<file path="src/sv/sbe_pkg.sv">
`timescale 1ns / 1ps
// ----------------------------------------------------------------------------
// sbe_pkg: shared types for the stack bytecode executor
// Opcodes, error codes, decoded-op kinds and the beat payload structs.
// ----------------------------------------------------------------------------
package sbe_pkg;

  typedef enum logic [2:0] {
    OP_PUSH  = 3'd0,
    OP_PRINT = 3'd1,
    OP_READ  = 3'd2,
    OP_ADD   = 3'd3,
    OP_STOP  = 3'd4
  } sbe_opcode_e;

  typedef enum logic [2:0] {
    ERR_NONE          = 3'd0,
    ERR_PRINT_EMPTY   = 3'd1,
    ERR_BAD_INPUT     = 3'd2,
    ERR_ADD_UNDERFLOW = 3'd3,
    ERR_UNKNOWN_OP    = 3'd4,
    ERR_OVERFLOW      = 3'd5
  } sbe_err_e;

  // Decoded op as handed from the front end to the execute stage
  typedef enum logic [2:0] {
    KIND_PUSH,
    KIND_PRINT,
    KIND_ADD,
    KIND_BAD_READ,
    KIND_STOP,
    KIND_UNKNOWN,
    KIND_IGNORED
  } sbe_kind_e;

  typedef enum logic {
    ST_EXEC,
    ST_FIX
  } sbe_state_e;

  typedef struct packed {
    logic [2:0]         command;
    logic signed [63:0] argument;
    logic signed [63:0] read_value;
    logic               read_ok;
  } sbe_in_t;

  typedef struct packed {
    logic               print_valid;
    logic signed [63:0] print_value;
    logic [2:0]         error_code;
    logic               is_halted;
  } sbe_out_t;

  typedef struct packed {
    sbe_kind_e          kind;
    logic signed [63:0] value;
  } sbe_op_t;

  typedef struct packed {
    logic issue;
    logic fix;
  } sbe_exec_status_t;

endpackage

</file>
<file path="src/sv/sbe_front.sv">
`timescale 1ns / 1ps
// ----------------------------------------------------------------------------
// sbe_front: instruction intake
// Decodes each input beat into an op kind, tracks the halt flag and buffers
// decoded ops in a two-entry queue toward the execute stage.
// ----------------------------------------------------------------------------
module sbe_front (
  input  logic            clk_i,
  input  logic            rst_ni,
  input  logic            push,
  output logic            full,
  input  sbe_pkg::sbe_in_t in_data_i,
  output logic            op_valid_o,
  output sbe_pkg::sbe_op_t op_o,
  input  logic            op_deq_i,
  output logic            halted_o
);
  import sbe_pkg::*;

  sbe_op_t    q_mem [2];
  logic       wr_ptr_q, wr_ptr_d;
  logic       rd_ptr_q, rd_ptr_d;
  logic [1:0] cnt_q, cnt_d;
  logic       halted_q, halted_d;
  logic       accept;
  sbe_op_t    dec;

  assign full   = (cnt_q == 2'd2);
  assign accept = push && !full;

  always_comb begin
    dec.value = in_data_i.argument;
    dec.kind  = KIND_IGNORED;
    halted_d  = halted_q;
    if (!halted_q) begin
      case (sbe_opcode_e'(in_data_i.command))
        OP_PUSH:  dec.kind = KIND_PUSH;
        OP_PRINT: dec.kind = KIND_PRINT;
        OP_READ: begin
          dec.value = in_data_i.read_value;
          dec.kind  = in_data_i.read_ok ? KIND_PUSH : KIND_BAD_READ;
        end
        OP_ADD:   dec.kind = KIND_ADD;
        OP_STOP: begin
          dec.kind = KIND_STOP;
          if (accept) halted_d = 1'b1;
        end
        default: begin
          dec.kind = KIND_UNKNOWN;
          if (accept) halted_d = 1'b1;
        end
      endcase
    end
  end

  always_comb begin
    wr_ptr_d = wr_ptr_q ^ accept;
    rd_ptr_d = rd_ptr_q ^ op_deq_i;
    cnt_d    = cnt_q + {1'b0, accept} - {1'b0, op_deq_i};
  end

  always_ff @(posedge clk_i or negedge rst_ni) begin
    if (!rst_ni) begin
      wr_ptr_q <= 1'b0;
      rd_ptr_q <= 1'b0;
      cnt_q    <= 2'd0;
      halted_q <= 1'b0;
    end else begin
      wr_ptr_q <= wr_ptr_d;
      rd_ptr_q <= rd_ptr_d;
      cnt_q    <= cnt_d;
      halted_q <= halted_d;
    end
  end

  always_ff @(posedge clk_i) begin
    if (accept) q_mem[wr_ptr_q] <= dec;
  end

  assign op_valid_o = (cnt_q != 2'd0);
  assign op_o       = q_mem[rd_ptr_q];
  assign halted_o   = halted_q;

endmodule

</file>
<file path="src/sv/sbe_exec.sv">
`timescale 1ns / 1ps
// ----------------------------------------------------------------------------
// sbe_exec: execute stage
// Runs decoded ops against the stack (top word in a register, the rest in a
// RAM with a registered read port) and queues results in a two-entry buffer.
// ----------------------------------------------------------------------------
module sbe_exec #(
  parameter int STACK_DEPTH = 16
) (
  input  logic                      clk_i,
  input  logic                      rst_ni,
  input  logic                      op_valid_i,
  input  sbe_pkg::sbe_op_t          op_i,
  output logic                      op_deq_o,
  output logic                      empty,
  input  logic                      pop,
  output sbe_pkg::sbe_out_t         out_data_o,
  output sbe_pkg::sbe_exec_status_t status_o
);
  import sbe_pkg::*;

  localparam int AW = (STACK_DEPTH > 1) ? $clog2(STACK_DEPTH) : 1;
  localparam int LW = $clog2(STACK_DEPTH + 1);
  localparam logic [LW-1:0] LvlFull = LW'(STACK_DEPTH);
  localparam logic [LW-1:0] LvlOne  = LW'(1);
  localparam logic [LW-1:0] LvlTwo  = LW'(2);

  logic signed [63:0] stk_mem [STACK_DEPTH];
  logic signed [63:0] rdata_q;
  logic signed [63:0] top_q, top_d;
  logic [LW-1:0]      level_q, level_d;
  logic [LW-1:0]      level_m1, level_m2;
  sbe_state_e         state_q, state_d;
  logic               fix_add_q, fix_add_d;
  logic               wr_en, rd_en;
  logic               issue;

  sbe_out_t   res;
  sbe_out_t   res_mem [2];
  logic       res_wr_q, res_rd_q;
  logic [1:0] res_cnt_q;
  logic       res_pop;

  assign level_m1 = level_q - LvlOne;
  assign level_m2 = level_q - LvlTwo;
  assign issue    = op_valid_i && (state_q == ST_EXEC) && (res_cnt_q != 2'd2);
  assign op_deq_o = issue;
  assign res_pop  = pop && !empty;

  always_comb begin
    level_d   = level_q;
    top_d     = top_q;
    state_d   = state_q;
    fix_add_d = fix_add_q;
    wr_en     = 1'b0;
    rd_en     = 1'b0;
    res       = '0;
    case (state_q)
      ST_FIX: begin
        top_d   = fix_add_q ? (top_q + rdata_q) : rdata_q;
        state_d = ST_EXEC;
      end
      ST_EXEC: begin
        if (issue) begin
          case (op_i.kind)
            KIND_PUSH: begin
              if (level_q == LvlFull) begin
                res.error_code = ERR_OVERFLOW;
              end else begin
                wr_en   = (level_q != '0);
                top_d   = op_i.value;
                level_d = level_q + LvlOne;
              end
            end
            KIND_PRINT: begin
              if (level_q == '0) begin
                res.error_code = ERR_PRINT_EMPTY;
              end else begin
                res.print_valid = 1'b1;
                res.print_value = top_q;
                level_d         = level_m1;
                if (level_q >= LvlTwo) begin
                  rd_en     = 1'b1;
                  fix_add_d = 1'b0;
                  state_d   = ST_FIX;
                end
              end
            end
            KIND_ADD: begin
              if (level_q >= LvlTwo) begin
                rd_en     = 1'b1;
                fix_add_d = 1'b1;
                state_d   = ST_FIX;
                level_d   = level_m1;
              end else begin
                res.error_code = ERR_ADD_UNDERFLOW;
                level_d        = '0;
              end
            end
            KIND_BAD_READ: res.error_code = ERR_BAD_INPUT;
            KIND_STOP:     res.is_halted  = 1'b1;
            KIND_UNKNOWN: begin
              res.error_code = ERR_UNKNOWN_OP;
              res.is_halted  = 1'b1;
            end
            KIND_IGNORED:  res.is_halted  = 1'b1;
            default:       res = '0;
          endcase
        end
      end
      default: state_d = ST_EXEC;
    endcase
  end

  always_ff @(posedge clk_i) begin
    if (wr_en) stk_mem[level_m1[AW-1:0]] <= top_q;
    if (rd_en) rdata_q <= stk_mem[level_m2[AW-1:0]];
  end

  always_ff @(posedge clk_i) begin
    top_q <= top_d;
    if (issue) res_mem[res_wr_q] <= res;
  end

  always_ff @(posedge clk_i or negedge rst_ni) begin
    if (!rst_ni) begin
      level_q   <= '0;
      state_q   <= ST_EXEC;
      fix_add_q <= 1'b0;
      res_wr_q  <= 1'b0;
      res_rd_q  <= 1'b0;
      res_cnt_q <= 2'd0;
    end else begin
      level_q   <= level_d;
      state_q   <= state_d;
      fix_add_q <= fix_add_d;
      res_wr_q  <= res_wr_q ^ issue;
      res_rd_q  <= res_rd_q ^ res_pop;
      res_cnt_q <= res_cnt_q + {1'b0, issue} - {1'b0, res_pop};
    end
  end

  assign empty          = (res_cnt_q == 2'd0);
  assign out_data_o     = res_mem[res_rd_q];
  assign status_o.issue = issue;
  assign status_o.fix   = (state_q == ST_FIX);

endmodule

</file>
<file path="src/sv/stack_bytecode_executor_unit.sv">
`timescale 1ns / 1ps
// ----------------------------------------------------------------------------
// stack_bytecode_executor_unit: stack-machine bytecode executor
// One instruction per input beat, one result beat per instruction.
//
//   channel  | handshake          | payload
//   ---------+--------------------+--------------------------------
//   input    | push / full        | in_data_i  (command, argument, read_value, read_ok)
//   result   | pop / empty        | out_data_o (print_valid, print_value, error_code,
//            |                    |             is_halted)
//
// Print or add with two or more words held passes through a fix state that
// reloads the top-of-stack register from the stack RAM's registered read port;
// no new instruction issues while in it, and other instructions skip it.
// Two-entry queues on each side of execute; either side may stall alone.
// Reset clears control state only; stack RAM is not cleared (no sweep).
// ----------------------------------------------------------------------------
module stack_bytecode_executor_unit #(
  parameter int STACK_DEPTH = 16
) (
  input  logic              clk_i,
  input  logic              rst_ni,
  input  logic              push,
  output logic              full,
  input  sbe_pkg::sbe_in_t  in_data_i,
  output logic              empty,
  input  logic              pop,
  output sbe_pkg::sbe_out_t out_data_o
);
  import sbe_pkg::*;

  logic             op_valid;
  sbe_op_t          op;
  logic             op_deq;
  logic             halted;
  sbe_exec_status_t exec_st;

  sbe_front u_front (
    .clk_i      (clk_i),
    .rst_ni     (rst_ni),
    .push       (push),
    .full       (full),
    .in_data_i  (in_data_i),
    .op_valid_o (op_valid),
    .op_o       (op),
    .op_deq_i   (op_deq),
    .halted_o   (halted)
  );

  sbe_exec #(
    .STACK_DEPTH (STACK_DEPTH)
  ) u_exec (
    .clk_i      (clk_i),
    .rst_ni     (rst_ni),
    .op_valid_i (op_valid),
    .op_i       (op),
    .op_deq_o   (op_deq),
    .empty      (empty),
    .pop        (pop),
    .out_data_o (out_data_o),
    .status_o   (exec_st)
  );

  a_halt_sticky: assert property (@(posedge clk_i) disable iff (!rst_ni)
    $past(halted) |-> halted)
    else $error("halt flag dropped without reset");

  a_no_issue_when_drained: assert property (@(posedge clk_i) disable iff (!rst_ni)
    !op_valid |-> !exec_st.issue)
    else $error("execute issued with no decoded op queued");

  a_no_issue_in_fix: assert property (@(posedge clk_i) disable iff (!rst_ni)
    exec_st.fix |-> !exec_st.issue)
    else $error("execute issued during top-of-stack reload");

  a_print_clean: assert property (@(posedge clk_i) disable iff (!rst_ni)
    (!empty && out_data_o.print_valid) |->
      (out_data_o.error_code == ERR_NONE && !out_data_o.is_halted))
    else $error("print beat carries error or halt");

endmodule
</file>
<file path="config.mk">
export PLATFORM = sky130hd
export DESIGN_NAME = stack_bytecode_executor_unit
export DESIGN_NICKNAME = d
export VERILOG_FILES = /design/src/sv/sbe_pkg.sv /design/src/sv/sbe_front.sv /design/src/sv/sbe_exec.sv /design/src/sv/stack_bytecode_executor_unit.sv
export SDC_FILE = /design/constraint.sdc
export NUM_CORES = 2
export LEC_CHECK = 0
export BUFFER_PORTS_ARGS = -buffer_cell sky130_fd_sc_hd__clkbuf_2
export CAP_MARGIN = 20
export CORE_UTILIZATION = 56
export DETAILED_ROUTE_END_ITERATION = 10
export PLACE_DENSITY_LB_ADDON = 0.25
export SLEW_MARGIN = 40
export SYNTH_ARGS = -nofsm -noshare
export SYNTH_HDL_FRONTEND = slang
export SYNTH_SLANG_ARGS = --single-unit
</file>
<file path="constraint.sdc">
create_clock -name clk_i -period 10.5 [get_ports clk_i]
set_input_delay 2.625 -clock clk_i [delete_from_list [all_inputs] [get_ports clk_i]]
set_output_delay 2.625 -clock clk_i [all_outputs]
set_load 0.01 [all_outputs]
</file>
==> out/metrics.cfg <==
[worst_setup_path]
worst_r2r_path_depth=7
rr_endpoint=u_exec.stk_mem[12][20]
rrSetupSlack_ns=5.62
worstSetupPathType=reg -> out
startpoint_type=flip-flop
worstPathArrival_ns=2.32
worst-path-max-fanout=36
cp.required_ns=7.88
crit_path_end_kind=primary output
r2r_start=u_exec.state_q

[global_routing]
grt_pass1_vias=31600
grt_first_pass_wirelength_mm=207
antenna_found_initial=3
grt_max_degree=71
grt_overflow_total=0
grtUsageTotal_pct=26.5

[detailed_routing]
initialDrtViolationCount=3765
wl_per_cell_um=29.2
dr.pass1.iters=5
drt_wl_total_mm=140
num_vias=30700
via_per_inst=6.41
drc=0
ant_nets=0

[timing]
rsz0062_at_grt=false
final_max_slew_viol_count=0
fmax_ghz=0.202
slew_headroom_pct=40.7
setup_slack_ns=5.55
final.setup.tns_ns=0
hold_viol=0
setup_violations=0
tightest_slew_ns=0.884
period_needed_ns=4.95
clock_skew_ns=0.0286
period_share_pct=47.1

[synth]
synth_largest_area_cell=edfxtp_1
yosys_warnings=0
syn_nets=3258
syn_inst=3040
yosys_most_used_dff=edfxtp_1
ys_seq_area_share_pct=72.8
synth_most_common_cell=edfxtp_1
synth-edff-count=1424
syn_area_per_cell_um2=19.5
ys_top_cells_by_area=edfxtp_1, mux4_2, mux2_2
synth_top_cells_by_count=edfxtp_1, mux4_2, mux2_2
synth-seq-cells=1440
syn_area_um2=59300
yosysUniqueCellTypes=77
async_reset_ff_share_pct=1.11
synth_top_area_share_pct=72.2

[cts]
cts-resized-gates=0
path_clk_slew_ns=0.06
clkSinkCount=1440
cts_setup_buffers=0
hold_buffers=0
max-clock-path-buffers=3
worstSkewPairLatency_ns=0.75
cts_buffers=144
root_buffer=clkbuf_16
cts_tree=built
cts_max_level=4

[placement]
io_buffer_count=206
place_ws_ns=5.32
dpl_cell_area_um2=62200
place_congestion=0.946
dp_hpwl_mm=81.5

[layout]
fill_cells=6935
fin_area_um2=67100
syn_to_final_growth_pct=13.2
drive_gt1_share_pct=29.5
final_nets=3516

[run_status]
status=finished clean

[floorplan]
ioPinCount=207
rows=118
start_util_pct=56.9
core_um2=104000
die_w_um=327
chipHeight_um=327
dieArea_um2=107000

[power]
power.density_nw_per_um2=246
p_leak_nw=21.9
ir_worst_vdd_mv=0.182

[run]
drv_cap=0

[min_path]
hp-start=u_exec.res_cnt_q[0]
min_path_cells=1
hold_class=reg -> reg
hold-path-endpoint=u_exec.res_cnt_q[0]

## state kept, by name, indices dropped and copies added, names as in the netlist, 2 cells and up
register / cells
u_exec.level_q: 5
u_exec.rdata_q: 64
u_exec.res_cnt_q: 2
u_exec.res_mem: 138
u_exec.stk_mem: 1024
u_exec.top_q: 64
u_front.cnt_q: 2
u_front.q_mem: 134
## cell usage in the layout, fill, tap and decap left out, types with 22 or more instances in the layout
cell type	instances
edfxtp_1	1424
mux4_2	320
clkbuf_2	206
mux2_2	154
clkbuf_16	152
a21oi_1	141
nand2_1	81
ha_1	76
and2_1	67
o21ai_0	56
nor2b_1	54
nor2_1	50
mux2i_1	47
xnor2_1	42
a211oi_1	40
buf_4	32
inv_1	31
clkbuf_1	27
xor2_1	26
clkinv_1	26
clkinv_2	25
o22ai_1	22
## layout make-up
class	count	area (um2)	area share (%)
sequential	1440	43200	64.3
multi-input combinational	1409	15600	23.2
clock buffer	177	3850	5.74
timing repair buffer	272	1790	2.66
tap	1380	1730	2.57
clock inverter	82	871	1.30
inverter	31	116	0.173
antenna	2	5.00	0.00746
## through the flow
stage / hold WS [ns] / power [W] / instances / utilization (%)
3_3_place_gp: 0.528 / 0.0114 / 4519 / 59.5
4_1_cts: 0.542 / 0.0166 / 4782 / 64.2
3_5_place_dp: 0.529 / 0.0115 / 4523 / 59.6
6_report: 0.543 / 0.0165 / 4793 / 64.4
5_1_grt: 0.565 / 0.0171 / 4792 / 64.4
2_1_floorplan: 0.479 / 0.0102 / 3040 / -
## routing by layer
metal	vias to the layer above	routed length, um	GRT usage [%]
li1	13000	-	-
met1	15900	56600	38.0
met2	1641	68300	42.5
met3	203	12300	4.89
met4	2	2770	6.99
met5	-	13	0
## logic make-up (layout without fill, tap and decap cells)
logic type,after synthesis,in the layout,share of synthesized area [%]
AO/OA/AOI/OAI,379,379,4.05
XOR/XNOR,69,69,1.02
adder cells (fa/ha/maj),82,82,1.74
buffers and inverters,191,562,1.35
flip-flops,1440,1440,72.8
multiplexers,521,521,15.9
other,0,2,0
AND/OR/NAND/NOR,358,358,3.12
## power breakdown
part / leakage, nW / internal (W) / total [W] / switching (W)
sequential: 13.1 / 0.00688 / 0.00707 / 0.000188
clock: 2.32 / 0.00299 / 0.00513 / 0.00214
combinational: 6.42 / 0.00206 / 0.00428 / 0.00223
## worst max-delay path, stage by stage, from the launching register on
cell	delay, ns
dfrtp_4	0.40
buf_6	0.32
buf_12	0.27
mux2_2	0.38
clkbuf_2	0.13
## worst max path at each step
stage | from | endpoint | slack (ns) | cells after the start
5_1_grt | u_exec.state_q | u_exec.stk_mem[11][18] | 5.43 | 7
4_1_cts | u_front.rd_ptr_q | u_exec.stk_mem[1][32] | 5.27 | 6
6_report | u_exec.res_rd_q | out_data_o[40] | 5.55 | 4
3_3_place_gp | u_exec.state_q | u_exec.stk_mem[5][50] | 5.17 | 6
2_1_floorplan | u_exec.level_q[1] | u_exec.state_q | 3.10 | 8
3_5_place_dp | u_front.rd_ptr_q | u_exec.stk_mem[1][32] | 5.32 | 6
Note: power is estimated with default switching activity, not from simulation.
